## src/design/at_socket_receive_parser_top_macros.svh

```systemverilog
// Assertion macros for the socket receive parser top level.
// Depends on nothing; included by the top level only.
`ifndef AT_SOCKET_RECEIVE_PARSER_TOP_MACROS_SVH
`define AT_SOCKET_RECEIVE_PARSER_TOP_MACROS_SVH

// The consequent must hold in the same cycle as the antecedent.
`define ATSRP_ASSERT_SAME(lbl, clk, rst_n, ante, cons) \
    lbl: assert property (@(posedge clk) disable iff (!rst_n) (ante) |-> (cons)) \
        else $error("atsrp check failed");

// The consequent must hold in the cycle after the antecedent.
`define ATSRP_ASSERT_NEXT(lbl, clk, rst_n, ante, cons) \
    lbl: assert property (@(posedge clk) disable iff (!rst_n) (ante) |=> (cons)) \
        else $error("atsrp check failed");

`endif

```

## src/design/atsrp_pkg.sv

```systemverilog
// Package for the socket receive parser: item types, pattern tables and codes.
// Depends on nothing; used by at_socket_receive_parser_top.
package atsrp_pkg;

    typedef struct packed {
        logic [7:0] rx_byte;
        logic       response_start;
    } t_in_item;

    typedef struct packed {
        logic       payload_valid;
        logic [7:0] payload_byte;
        logic       finished;
        logic [1:0] status;
        logic       header_seen;
    } t_out_item;

    localparam int unsigned MAX_COUNT_DIGITS_DEF = 4;
    localparam logic [7:0]  COUNT_SEPARATOR_DEF  = 8'd44;

    localparam int unsigned PAT_COUNT = 6;
    localparam int unsigned PAT_MAX   = 10;

    localparam logic [2:0] PAT_HEADER     = 3'd0;
    localparam logic [2:0] PAT_OK         = 3'd1;
    localparam logic [2:0] PAT_ERROR      = 3'd2;
    localparam logic [2:0] PAT_NO_CARRIER = 3'd3;
    localparam logic [2:0] PAT_NO_DIAL    = 3'd4;
    localparam logic [2:0] PAT_BUSY       = 3'd5;

    localparam logic [1:0] ST_PENDING = 2'd0;
    localparam logic [1:0] ST_OK      = 2'd1;
    localparam logic [1:0] ST_ERROR   = 2'd2;
    localparam logic [1:0] ST_HANGUP  = 2'd3;

    localparam logic [2:0]  DIGITS_STOPPED = 3'd7;
    localparam logic [13:0] COUNT_LIMIT    = 14'd16383;
    localparam logic [3:0]  LINE_LIMIT     = 4'd15;
    localparam logic [5:0]  FLAGS_ALL      = 6'h3F;
    localparam logic [7:0]  CHAR_NEWLINE   = 8'd10;
    localparam logic [7:0]  CHAR_SPACE     = 8'h20;
    localparam logic [7:0]  CHAR_ZERO      = 8'h30;
    localparam logic [7:0]  CHAR_NINE      = 8'h39;

    localparam logic [7:0] PAT_TEXT [PAT_COUNT][PAT_MAX] = '{
        '{"#", "S", "R", "E", "C", "V", 8'h0, 8'h0, 8'h0, 8'h0},
        '{"O", "K", 8'h0, 8'h0, 8'h0, 8'h0, 8'h0, 8'h0, 8'h0, 8'h0},
        '{"E", "R", "R", "O", "R", 8'h0, 8'h0, 8'h0, 8'h0, 8'h0},
        '{"N", "O", " ", "C", "A", "R", "R", "I", "E", "R"},
        '{"N", "O", " ", "D", "I", "A", "L", 8'h0, 8'h0, 8'h0},
        '{"B", "U", "S", "Y", 8'h0, 8'h0, 8'h0, 8'h0, 8'h0, 8'h0}
    };

    localparam logic [3:0] PAT_LEN [PAT_COUNT] = '{4'd6, 4'd2, 4'd5, 4'd10, 4'd7, 4'd4};

    function automatic logic [7:0] pat_char(input int unsigned k, input logic [3:0] pos);
        logic [7:0] c;
        c = 8'h0;
        if (pos < 4'(PAT_MAX)) begin
            c = PAT_TEXT[k][pos];
        end
        return c;
    endfunction

endpackage

```

## src/design/at_socket_receive_parser_top.sv

```systemverilog
// Socket receive parser top level: byte-wise modem response parser.
// Depends on atsrp_pkg and at_socket_receive_parser_top_macros.svh.
//
// The input channel carries one item per received byte, with response_start
// set on the first byte after a command. The output channel carries one item
// for every input item: a payload byte, the end of the response with its
// status, or nothing of note, plus the header flag.
// Each item is parsed by the combinational logic in front of the result
// register, so a result appears in the cycle after its item is accepted,
// and one item per cycle is sustained while the receiver does not stall.
// When the receiver stalls, the result register holds its item and the
// input side is stalled only while that full register cannot be emptied;
// an item is taken in the same cycle that the waiting result leaves.
// Synchronous reset clears the parser state to the start of a response and
// empties the result register.
module at_socket_receive_parser_top #(
    parameter int unsigned MAX_COUNT_DIGITS = atsrp_pkg::MAX_COUNT_DIGITS_DEF,
    parameter logic [7:0]  COUNT_SEPARATOR  = atsrp_pkg::COUNT_SEPARATOR_DEF
) (
    input  logic                  i_clk,
    input  logic                  i_rst_n,
    input  logic                  i_in_valid,
    output logic                  o_in_stall,
    input  atsrp_pkg::t_in_item   i_in_item,
    output logic                  o_out_valid,
    input  logic                  i_out_stall,
    output atsrp_pkg::t_out_item  o_out_item
);
    import atsrp_pkg::*;

    `include "at_socket_receive_parser_top_macros.svh"

    logic [3:0]  r_line_pos, n_line_pos;
    logic [5:0]  r_flags, n_flags;
    logic [13:0] r_acc, n_acc;
    logic [2:0]  r_digits, n_digits;
    logic [13:0] r_remain, n_remain;
    logic        r_header, n_header;
    logic        r_done, n_done;
    logic [1:0]  r_fstat, n_fstat;
    logic        r_out_valid;
    t_out_item   r_out, n_out;
    logic        accept;

    assign o_in_stall  = r_out_valid & i_out_stall;
    assign accept      = i_in_valid & ~o_in_stall;
    assign o_out_valid = r_out_valid;
    assign o_out_item  = r_out;

    always_comb begin
        logic [7:0]  b;
        logic [3:0]  line_pos;
        logic [5:0]  flags;
        logic [13:0] acc;
        logic [2:0]  digits;
        logic [13:0] remain;
        logic        found;
        logic [2:0]  hit;
        logic [17:0] prod;
        b        = i_in_item.rx_byte;
        line_pos = i_in_item.response_start ? 4'd0 : r_line_pos;
        flags    = i_in_item.response_start ? FLAGS_ALL : r_flags;
        acc      = i_in_item.response_start ? 14'd0 : r_acc;
        digits   = i_in_item.response_start ? 3'd0 : r_digits;
        remain   = i_in_item.response_start ? 14'd0 : r_remain;
        n_header = i_in_item.response_start ? 1'b0 : r_header;
        n_done   = i_in_item.response_start ? 1'b0 : r_done;
        n_fstat  = i_in_item.response_start ? ST_PENDING : r_fstat;
        n_line_pos = line_pos;
        n_flags    = flags;
        n_acc      = acc;
        n_digits   = digits;
        n_remain   = remain;
        found      = 1'b0;
        hit        = PAT_HEADER;
        prod       = ({4'd0, acc} << 3) + ({4'd0, acc} << 1) + 18'(b - CHAR_ZERO);
        n_out      = '0;

        if (n_done) begin
            n_out.status = n_fstat;
        end else if (remain != 14'd0) begin
            n_out.payload_valid = 1'b1;
            n_out.payload_byte  = b;
            n_remain            = remain - 14'd1;
            if (remain == 14'd1) begin
                n_line_pos = 4'd0;
                n_flags    = FLAGS_ALL;
                n_acc      = 14'd0;
                n_digits   = 3'd0;
            end
        end else if (b == CHAR_NEWLINE) begin
            for (int k = PAT_COUNT - 1; k >= 0; k--) begin
                if (flags[k] && line_pos >= PAT_LEN[k]) begin
                    found = 1'b1;
                    hit   = 3'(k);
                end
            end
            if (found) begin
                if (hit == PAT_HEADER) begin
                    n_header = 1'b1;
                    n_remain = acc;
                end else begin
                    n_done = 1'b1;
                    case (hit)
                        PAT_OK:    n_fstat = ST_OK;
                        PAT_ERROR: n_fstat = ST_ERROR;
                        default:   n_fstat = ST_HANGUP;
                    endcase
                    n_out.finished = 1'b1;
                    n_out.status   = n_fstat;
                end
            end
            n_line_pos = 4'd0;
            n_flags    = FLAGS_ALL;
            n_acc      = 14'd0;
            n_digits   = 3'd0;
        end else begin
            for (int k = 0; k < PAT_COUNT; k++) begin
                if (line_pos < PAT_LEN[k] && b != pat_char(k, line_pos)) begin
                    n_flags[k] = 1'b0;
                end
            end
            if (line_pos < LINE_LIMIT) begin
                n_line_pos = line_pos + 4'd1;
            end
            if (b == COUNT_SEPARATOR) begin
                n_acc    = 14'd0;
                n_digits = 3'd0;
            end else if (b >= CHAR_ZERO && b <= CHAR_NINE) begin
                if (digits != DIGITS_STOPPED && digits < 3'(MAX_COUNT_DIGITS)) begin
                    n_acc    = (prod > 18'(COUNT_LIMIT)) ? COUNT_LIMIT : prod[13:0];
                    n_digits = digits + 3'd1;
                end
            end else if (b == CHAR_SPACE && digits == 3'd0) begin
                n_digits = digits;
            end else begin
                n_digits = DIGITS_STOPPED;
            end
        end
        n_out.header_seen = n_header;
    end

    always_ff @(posedge i_clk) begin
        if (!i_rst_n) begin
            r_line_pos  <= 4'd0;
            r_flags     <= FLAGS_ALL;
            r_acc       <= 14'd0;
            r_digits    <= 3'd0;
            r_remain    <= 14'd0;
            r_header    <= 1'b0;
            r_done      <= 1'b0;
            r_fstat     <= ST_PENDING;
            r_out_valid <= 1'b0;
        end else begin
            if (accept) begin
                r_line_pos  <= n_line_pos;
                r_flags     <= n_flags;
                r_acc       <= n_acc;
                r_digits    <= n_digits;
                r_remain    <= n_remain;
                r_header    <= n_header;
                r_done      <= n_done;
                r_fstat     <= n_fstat;
                r_out_valid <= 1'b1;
            end else if (!i_out_stall) begin
                r_out_valid <= 1'b0;
            end
        end
    end

    always_ff @(posedge i_clk) begin
        if (accept) begin
            r_out <= n_out;
        end
    end

    `ATSRP_ASSERT_SAME(a_fin_has_status, i_clk, i_rst_n,
        r_out_valid && r_out.finished, r_out.status != ST_PENDING && !r_out.payload_valid)
    `ATSRP_ASSERT_SAME(a_payload_not_done, i_clk, i_rst_n,
        r_remain != 14'd0, !r_done)
    `ATSRP_ASSERT_NEXT(a_quiet_after_end, i_clk, i_rst_n,
        accept && r_done && !i_in_item.response_start,
        o_out_valid && !o_out_item.payload_valid && !o_out_item.finished)

endmodule

```

## config.mk

```make
export PLATFORM = sky130hd
export DESIGN_NAME = at_socket_receive_parser_top
export DESIGN_NICKNAME = d
export VERILOG_FILES = /design/src/design/atsrp_pkg.sv /design/src/design/at_socket_receive_parser_top.sv
export VERILOG_INCLUDE_DIRS = /design/src /design/src/design
export SDC_FILE = /design/constraint.sdc
export NUM_CORES = 1
export LEC_CHECK = 0
export ABC_AREA = 0
export BUFFER_PORTS_ARGS = -buffer_cell sky130_fd_sc_hd__buf_2
export CAP_MARGIN = 20
export CORE_MARGIN = 2
export CORE_UTILIZATION = 60
export CTS_CLUSTER_SIZE = 14
export DETAILED_ROUTE_END_ITERATION = 6
export PLACE_DENSITY = 0.78
export SLEW_MARGIN = 20
export SYNTH_ARGS = -nofsm -noshare
export SYNTH_HDL_FRONTEND = slang
export SYNTH_SLANG_ARGS = --single-unit
```

## constraint.sdc

```tcl
create_clock -name i_clk -period 6.45 [get_ports i_clk]
set_clock_uncertainty 0.1 [all_clocks]
set_input_delay 0.9675 -clock i_clk [delete_from_list [all_inputs] [get_ports i_clk]]
set_output_delay 0.9675 -clock i_clk [all_outputs]
set_load 0.03 [all_outputs]
```

## After elaboration in Yosys (flattened, before gate mapping)

Memories as Yosys holds them, arrays and structs flattened.
Cells that the tools add are included.

| cells by class | value |
|---|---|
| add/subtract/negate cells | 6 |
| $mul | 0 |
| divide/modulo/power cells | 0 |
| order comparisons | 18 |
| eq/ne operators | 14 |
| shifts and indexed selects | 0 |
| mux-type cells | 122 |
| bitwise logic cells | 7 |
| reductions and logical operators | 20 |

Operator list:

| cell | count |
|---|---|
| 8-bit 2-to-1 mux | 36 |
| 14-bit 2-to-1 mux | 15 |
| 3-bit 2-to-1 mux | 19 |
| 8-bit != test | 6 |
| 6-bit 2-to-1 mux | 5 |
| 1-bit 2-to-1 mux | 29 |
| 4-bit 2-to-1 mux | 6 |
| 2-bit 2-to-1 mux | 10 |
| 17-bit by 15-bit adder with 18-bit output | 1 |
| 18-bit adder | 1 |
| 18-bit by 14-bit greater-than comparator with 1-bit output, second input constant | 1 |
| 8-bit by 6-bit equality test with 1-bit output, second input constant | 2 |
| 4-bit by 3-bit greater-or-equal comparator with 1-bit output, second input constant | 4 |
| 4-bit by 3-bit < comparator with 1-bit output, second input constant | 4 |
| 1-bit logical AND | 15 |
| 14-bit by 1-bit equality test with 1-bit output, second input constant | 1 |
| 14-bit nonzero test | 1 |
| 14-bit by 1-bit subtractor with 14-bit output, second input constant | 1 |
| 9-bit 2-to-1 mux | 1 |
| 8-bit by 6-bit subtractor with 9-bit output, second input constant | 1 |
| 8-bit by 4-bit equality test with 1-bit output, second input constant | 1 |
| 8-bit by 6-bit greater-or-equal comparator with 1-bit output, second input constant | 1 |
| 8-bit by 6-bit less-or-equal comparator with 1-bit output, second input constant | 1 |
| 4-bit < comparator, second input constant | 2 |
| 18 further kinds | 23 |

| storage, ports and cells | value |
|---|---|
| register bits | 59 |
| bits in latches | 0 |
| RAM bits | 0 |
| ROM bits | 768 |
| input bits | 13 |
| output and inout bits | 15 |
| word-level logic and storage cells | 207 |
| memories kept | 6 |

Memory list:

| name | depth | bits a word | read ports | clocked after memory_dff | wr ports | RTL line | source |
|---|---|---|---|---|---|---|---|
| (no name shown) | 16 | 8 | 1 | 0 | 0 | atsrp_pkg.sv:60 | `c = PAT_TEXT[k][pos];` |
| (no name shown) | 16 | 8 | 1 | 0 | 0 | atsrp_pkg.sv:60 |  |
| (no name shown) | 16 | 8 | 1 | 0 | 0 | atsrp_pkg.sv:60 |  |
| (no name shown) | 16 | 8 | 1 | 0 | 0 | atsrp_pkg.sv:60 |  |
| (no name shown) | 16 | 8 | 1 | 0 | 0 | atsrp_pkg.sv:60 |  |
| (no name shown) | 16 | 8 | 1 | 0 | 0 | atsrp_pkg.sv:60 |  |

## Logic depth before layout (Yosys ltp)

Gate-level depths: netlist (run 1).

| logic depth | value |
|---|---|
| word-level depth | 19 |
| depth in mapped cells | 17 |

## Least setup slack after synthesis (run 1)

No wires, ideal clock.

| timing | value |
|---|---|
| path kind | input to register |
| from | in i_in_item[0] (netlist name) |
| to | reg r_acc[4] |
| setup time | 0.117 ns |
| arrival time | 4.946 ns |
| required time | 6.233 ns |
| slack | 1.287 ns |
| stages on the path | 16 |
| buffers on the path | 5 |
| path through | buf_4 > buf_2 > buf_1 > buf_1 > clkbuf_1 > nor2b_1 > fa_1 > inv_1 > fa_1 > and2b_1 > o2111ai_2 > a211oi_1 > o21a_1 > o2111ai_1 > or3_1 > a22o_1 |

| between the ends | value |
|---|---|
| longest elaborated chain between the ends | 11 |
| elaborated cells on any way between the ends | 20 |

RTL lines:

| what | RTL line | source |
|---|---|---|
| start: declaration | at_socket_receive_parser_top.sv:24 | `input atsrp_pkg::t_in_item i_in_item,` |
| 14-bit 2-to-1 mux | at_socket_receive_parser_top.sv:63 | `acc = i_in_item.response_start ? 14'd0 : r_acc;` |
| 17-bit by 15-bit adder with 18-bit output | at_socket_receive_parser_top.sv:76 | `prod = ({4'd0, acc} << 3) + ({4'd0, acc} << 1) + 18'(b - CHAR_ZERO);` |
| 18-bit adder | at_socket_receive_parser_top.sv:76 |  |
| 18-bit by 14-bit greater-than comparator with 1-bit output | at_socket_receive_parser_top.sv:131 | `n_acc = (prod > 18'(COUNT_LIMIT)) ? COUNT_LIMIT : prod[13:0];` |
| 14-bit 2-to-1 mux | at_socket_receive_parser_top.sv:131 |  |
| 14-bit 2-to-1 mux | at_socket_receive_parser_top.sv:130 | `if (digits != DIGITS_STOPPED && digits < 3'(MAX_COUNT_DIGITS)) begin` |
| 14-bit 2-to-1 mux | at_socket_receive_parser_top.sv:129 | `end else if (b >= CHAR_ZERO && b <= CHAR_NINE) begin` |
| 14-bit 2-to-1 mux | at_socket_receive_parser_top.sv:126 | `if (b == COUNT_SEPARATOR) begin` |
| 14-bit 2-to-1 mux | at_socket_receive_parser_top.sv:91 | `end else if (b == CHAR_NEWLINE) begin` |
| 14-bit 2-to-1 mux | at_socket_receive_parser_top.sv:81 | `end else if (remain != 14'd0) begin` |
| 14-bit 2-to-1 mux (*) | at_socket_receive_parser_top.sv:79 | `if (n_done) begin` |
| end signal: assignment | at_socket_receive_parser_top.sv:158 | `r_acc <= n_acc;` |
| end: declaration | at_socket_receive_parser_top.sv:35 | `logic [13:0] r_acc, n_acc;` |

Every way passes the cells marked *; elsewhere a longest branch is shown, timed or not.
A chain may end at the register's enable or synchronous reset.

## Final worst setup path (run 1)

| timing | value |
|---|---|
| from | in i_in_item[5] (netlist name) |
| to | reg r_acc[5] |

| between the ends | value |
|---|---|
| longest elaborated chain between the ends | 10 |
| elaborated cells on any way between the ends | 15 |

RTL lines:

| what | RTL line |
|---|---|
| 8-bit by 6-bit subtractor with 9-bit output | at_socket_receive_parser_top.sv:76 |
| 18-bit adder | at_socket_receive_parser_top.sv:76 |
| 18-bit by 14-bit greater-than comparator with 1-bit output | at_socket_receive_parser_top.sv:131 |
| 14-bit 2-to-1 mux | at_socket_receive_parser_top.sv:131 |
| 14-bit 2-to-1 mux | at_socket_receive_parser_top.sv:130 |
| 14-bit 2-to-1 mux | at_socket_receive_parser_top.sv:129 |
| 14-bit 2-to-1 mux | at_socket_receive_parser_top.sv:126 |
| 14-bit 2-to-1 mux (*) | at_socket_receive_parser_top.sv:91 |
| 14-bit 2-to-1 mux (*) | at_socket_receive_parser_top.sv:81 |
| 14-bit 2-to-1 mux (*) | at_socket_receive_parser_top.sv:79 |

Marked as above.

==> results of run 1 <==
==> cells in the final DEF, fill, tap and decap left out, types with 11 or more instances in the layout <==
cell type  count
a211oi_1      12
a21oi_1       73
buf_2         27
dfxtp_1       46
edfxtp_1      13
fa_1          13
ha_1          32
inv_1         30
nand2_1       68
nand3_1       18
nor2_1        68
nor2b_1       19
nor3_1        19
nor4_1        11
o21ai_0       49
or3_1         11
xnor2_1       19
==> per-stage QoR <==
stage               total power, µW  instance area, µm²  util (%)
floorplan                     790.2                5572         -
global placement              883.3                5673     62.28
detailed placement            893.5                5673     62.28
CTS                            1269                5892     64.68
global route                   1345                5892     64.68
finish                         1283                5892     64.68
==> worst reg2reg max path, stage by stage (launching register included) <==
cell and delay (ps):
dfxtp_1 330, nor2b_1 490, fa_1 510, ha_1 280, a211oi_1 530, o21ai_1 280, a211oi_1 270, nor2_1 70
o22ai_1 550, nor2_1 280, a311oi_1 280
==> synthesized netlist by cell type (4+ instances only) <==
cell,count
a21oi_1,73
nand2_1,68
nor2_1,68
o21ai_0,49
dfxtp_1,46
ha_1,32
inv_1,30
clkbuf_1,26
nor2b_1,19
nor3_1,19
xnor2_1,19
nand3_1,18
edfxtp_1,13
fa_1,13
a211oi_1,12
nor4_1,11
or3_1,11
a31oi_1,10
and3_1,10
nand2b_1,10
xor2_1,10
o21a_1,9
buf_2,8
nand4_1,8
o31ai_1,8
a21o_1,7
a41oi_1,7
o211ai_1,7
buf_1,6
nor3b_1,6
o21ai_1,6
o22ai_1,6
a22o_1,5
and2_1,5
o221ai_1,4
==> report_power, final <==
part / total [µW] / internal, µW / switching [µW]
sequential: 448 / 416 / 32.4
clock: 382 / 227 / 155
combinational: 453 / 153 / 300
total: 1280 / 795 / 488
==> sequential cells by signal (all words and copies together), names as in the netlist <==
signal / count
r_fstat: 2
r_done: 1
r_header: 1
r_line_pos: 4
r_acc: 14
r_digits: 3
o_out_valid: 1
o_out_item: 13
r_flags: 6
r_remain: 14
==> routing by layer <==
metal  share of wire, %  up-vias  track usage [%]
li1                   -     2669                -
met2                 46      334            55.60
met5                  0        -                0
met3                9.0       73            7.660
met4                5.1        0            18.55
met1                 40     2703            43.96
==> final cells by class <==
type	count	area, µm²	area share (%)
multi-input cells	593	3941	66.89
flip-flops and latches	59	1311	22.26
repair buffers	30	157.7	2.676
clock buffers	11	141.4	2.400
well taps	111	138.9	2.357
inverters	33	123.9	2.102
clock inverters	5	77.57	1.317
==> cell families after synthesis <==
kind of cell,count (synthesis),synth area share [%]
flops,59,23.53
fa+ha+maj,45,11.86
mux,3,0.5390
simple gates,273,24.99
xor+xnor,29,4.559
compound gates,243,28.79
buf+inv,77,5.726
==> worst paths after layout <==
path	start	endpoint	slack, ps
worst max-delay path	i_in_item[5]	r_acc[5]	1750
worst min-delay path	r_header	r_header	370
worst max register to register	r_acc[3]	r_acc[5]	2390
worst min register to register	r_header	r_header	370
==> results.yml, run 1 <==
outcome:
  status: "finished clean"
clocking:
  clk_latency_ps: 350
  cts_tree: "yes"
  cts_buffers: 9
  cts_resized: 0
  cts_buffer_depth: 2
  post_cts_buffers: 0
  h-tree-depth: 3
  cts-root-buf: "clkbuf_8"
  clkSlewWorstSetupHoldPaths_ps: 70
  hold_buffers: 0
  cts_sinks: 59
place:
  dp.cells: 826
  io_buffers: 27
  gp_congestion: 1.068
  place_hpwl_um: 12660
  preCtsSetupSlack_ps: 1463
global_routing:
  grt_antenna_before_repair: 0
  grt_pass1_vias: 5517
  grt_usage_pct: 34.83
  grt_first_pass_wirelength_um: 27670
  grt_max_degree: 43
  grt_overflow: 0
worst_setup_path:
  cp_data_arrival_time_ps: 4860
  r2r_cells: 10
  cp.depth: 13
  crit_top_cell: "ha_1"
  crit_path_start_kind: "primary input"
  max_stage_delay_ps: 560
  critPathBufInv: 2
  cp_slowest_cell: "o22ai_1"
  path_cells: "buf_2, ha_1, or3_1, inv_1, fa_1, ha_1, a21oi_1, o21ai_0, and2_1, o31a_1, o22ai_1, nor2_1, a311oi_1"
  crit_type: "in -> reg"
  cp_max_fo: 9
  endpoint_kind: "flip-flop"
  cp_top_family: "compound AO/OA/AOI/OAI gates"
  cp_data_required_time_ps: 6610
timing:
  setup_violations: 0
  tightest_slew_ps: 943.2
  fmax_mhz: 212.7
  finalHoldViolCount: 0
  min_period_ps: 4702
  setup_tns_ps: 0
  drv_slew: 0
  fin_hold_ws_ps: 366.4
  relSlewSlack_pct: 36.64
  setup_ws_ps: 1748
  rsz0062_at_grt: "false"
  fin_crit_sh_pct: 72.90
detailed_routing:
  wirelength_um: 17070
  drtIter0Drc: 581
  num_vias: 5779
  wl_per_cell_um: 20.27
  drc: 0
  viasPerCell: 6.863
  antenna_left: 0
  dr.pass1.iters: 5
logic_synthesis:
  yosysTopAreaCell: "dfxtp_1"
  yosys.area.top_type_share_pct: 16.53
  ys_ff_latch: 59
  synth_ff_type: "dfxtp_1"
  yosysSeqAreaShare_pct: 23.53
  synth.net_count: 787
  syn_inst: 729
  ys_types: 79
  async_reset_ff_share_pct: 0
  synth_warnings: 0
  synth-edff-count: 13
  avgSynthCellArea_um2: 7.643
  yosys-top-cells-area: "dfxtp_1 17%, ha_1 7.2%, edfxtp_1 7.0%, a21oi_1 6.6%, fa_1 4.7%"
  syn_area_um2: 5572
floorplanning:
  coreArea_um2: 9109
  io_pins: 28
  fp.dieArea_um2: 10070
  die_h_um: 100.4
  die_w_um: 100.4
  rows: 35
  initial_core_util_pct: 61.17
power:
  ir_drop_mv: 0.1366
  leakage_uw: 0.002383
  p_per_area_nw_per_um2: 217.7
worst_hold_path:
  min_path_type: "reg -> reg"
  hold_path_depth: 2
job:
  cap_violations: 0
cells_and_area:
  areaGrowthSynthToFinish_pct: 5.749
  drive_above_1_share_pct: 9.029
  nFillCells: 833
  fin_nets: 784
  fin_cells: 842
  n_antenna_cell: 0
Power figures use the tool's default switching activity.
==> run 2, diff against run 1 <==
- ABC_AREA: 0 -> 1
- CORE_UTILIZATION: 60 -> 57
- clock period: 6.45 -> 4 ns (I/O delays scaled with it)
==> results.yml, run 2 <==
outcome:
  status: "finished clean"
timing:
  min_period_ps: 3615
  fin_hold_ws_ps: 370.9
  rsz0062_at_grt: "false"
  drv_slew: 0
  fin_crit_sh_pct: 90.37
  fmax_mhz: 276.7
  setup_tns_ps: 0
  relSlewSlack_pct: 42.40
  setup_violations: 0
  setup_ws_ps: 385.3
  finalHoldViolCount: 0
  tightest_slew_ps: 860.8
worst_setup_path:
  cp_data_required_time_ps: 4140
  cp_data_arrival_time_ps: 3750
  r2r_cells: 21
  cp.depth: 21
  crit_path_start_kind: "primary input"
  max_stage_delay_ps: 450
  cp_max_fo: 8
  critPathBufInv: 4
  endpoint_kind: "flip-flop"
  path_cells: "buf_2, ha_1, nor2_1, buf_4, fa_1, ha_1, nand2_1, inv_1, a21oi_1, nand2_1, nand2_1, nand3_1, nand2_1, nand2_1, nor3_1, buf_4, nand2_1, nand2_1, nand2_1, a21oi_1, nor2_1"
  cp_slowest_cell: "fa_1"
  cp_top_family: "simple AND/OR/NAND/NOR gates"
  crit_top_cell: "nand2_1"
  r2r_setup_slack_ps: 640
  crit_type: "in -> reg"
clocking:
  cts-root-buf: "clkbuf_8"
  clkSlewWorstSetupHoldPaths_ps: 70
  h-tree-depth: 3
  cts_resized: 0
  cts_sinks: 59
  post_cts_buffers: 0
  clk_latency_ps: 360
  cts_tree: "yes"
  cts_buffers: 9
  cts_buffer_depth: 2
  hold_buffers: 0
floorplanning:
  die_w_um: 106.3
  coreArea_um2: 10230
  io_pins: 28
  initial_core_util_pct: 58.36
  fp.dieArea_um2: 11310
  rows: 37
  die_h_um: 106.3
job:
  cap_violations: 0
place:
  gp_congestion: 0.9401
  place_hpwl_um: 12300
  io_buffers: 27
  preCtsSetupSlack_ps: 62.55
cells_and_area:
  mostFrequentLayoutCells: "243 x nand2_1, 123 x inv_1, 93 x a21oi_1"
  n_antenna_cell: 0
  final_common_cell: "nand2_1"
  drive_above_1_share_pct: 11.84
  nFillCells: 998
  areaGrowthSynthToFinish_pct: 8.718
  fin_nets: 1033
detailed_routing:
  met2_length_um: 7796
  highest-signal-layer: "met4"
  wirelength_um: 16810
  viasPerCell: 5.604
  wl_per_cell_um: 15.06
  drc: 0
  drtIter0Drc: 447
  m1WireLength_um: 7432
  antenna_left: 0
  wl_met3_um: 1000
  num_vias: 6254
  dr.pass1.iters: 5
power:
  ir_drop_mv: 0.2163
  p_per_area_nw_per_um2: 342.3
  leakage_uw: 0.003247
logic_synthesis:
  ys_types: 53
  async_reset_ff_share_pct: 0
  ys_ff_latch: 59
  yosysSeqAreaShare_pct: 21.96
  synth_warnings: 0
  yosys.area.top_type_share_pct: 15.42
  syn_area_um2: 5971
  synth-edff-count: 13
  yosysMostFrequentCell: "nand2_1"
  synth_ff_type: "dfxtp_1"
  syn_inst: 943
  synth.net_count: 1001
  ys_top_cells_by_count: "243 x nand2_1, 123 x inv_1, 93 x a21oi_1"
  yosysTopAreaCell: "dfxtp_1"
  avgSynthCellArea_um2: 6.332
  yosys-top-cells-area: "dfxtp_1 15%, nand2_1 15%, a21oi_1 7.8%, inv_1 7.7%, ha_1 6.7%"
worst_hold_path:
  min_path_type: "reg -> reg"
  hold_path_depth: 2
global_routing:
  grt_max_degree: 36
  grt_usage_pct: 30.67
  grt_overflow: 0
  grt_first_pass_wirelength_um: 27980
  grt_antenna_before_repair: 0
  grt_pass1_vias: 5747
run 2: changes by cell type after synthesis, moves of 13 or more:
cell	delta
inv_1	+93
nor2b_1	-19
nand2_2	+14
nand2_1	+175
a21oi_1	+20
nand3_1	+33
xor2_1	+14
o21ai_0	+13
nor2_1	+14
run 2: kinds of logic after synthesis:
| family | after synthesis | share of synthesized area, % |
|---|---|---|
| and+or+nand+nor | 433 | 31.89 |
| AOI/OAI and AO/OA | 207 | 19.11 |
| buffers and inverters | 167 | 11.27 |
| DFF | 59 | 21.96 |
| adders and majority gates | 45 | 11.06 |
| xor gates and xnor gates | 32 | 4.694 |
run 2: power by group:
| part | internal, µW | switching [µW] |
|---|---|---|
| Combinational | 322 | 675 |
| Sequential | 681 | 34.8 |
| Clock | 239 | 271 |
| Total | 1240 | 981 |
run 2: worst register-to-register path: cells and delay by family, from the launching register on:
family	cells	cell delay, ps
simple gates	14	1380
fa+ha+maj	2	870
buf+inv	4	440
flops	1	330
compound gates	1	120
run 2: final cells by class:
class                   instances  area, µm²  area share, %
repair buffers                 53      330.3          5.089
multi-input cells             717       3994          61.53
flip-flops and latches         59       1311          20.20
clock inverters                 5      28.78         0.4433
well taps                     136      170.2          2.621
inverters                     135      515.5          7.941
clock buffers                  11      141.4          2.178
run 2: stage by stage:
step           util, %  cell area [µm²]  std cells  power [µW]
2_1_floorplan        -             5971        943        1469
3_3_place_gp     61.76             6319       1100        1693
3_5_place_dp     61.76             6319       1100        1702
4_1_cts          63.42             6489       1116        2208
5_1_grt          63.45             6491       1116        2375
6_report         63.45             6491       1116        2222
run 2: path summary, 6_finish.rpt:
kind	start	endpoint
worst min-delay path	r_remain[8]	r_remain[8]
worst max register to register	r_acc[10]	r_acc[11]
worst max-delay path	i_in_item[6]	r_acc[11]
worst min register to register	r_remain[8]	r_remain[8]
run 2: per-layer routing:
layer	vias up	GRT usage (%)
met5	-	0
met1	2851	39.73
met2	219	51.14
met3	43	4.353
met4	0	12.69
li1	3141	-
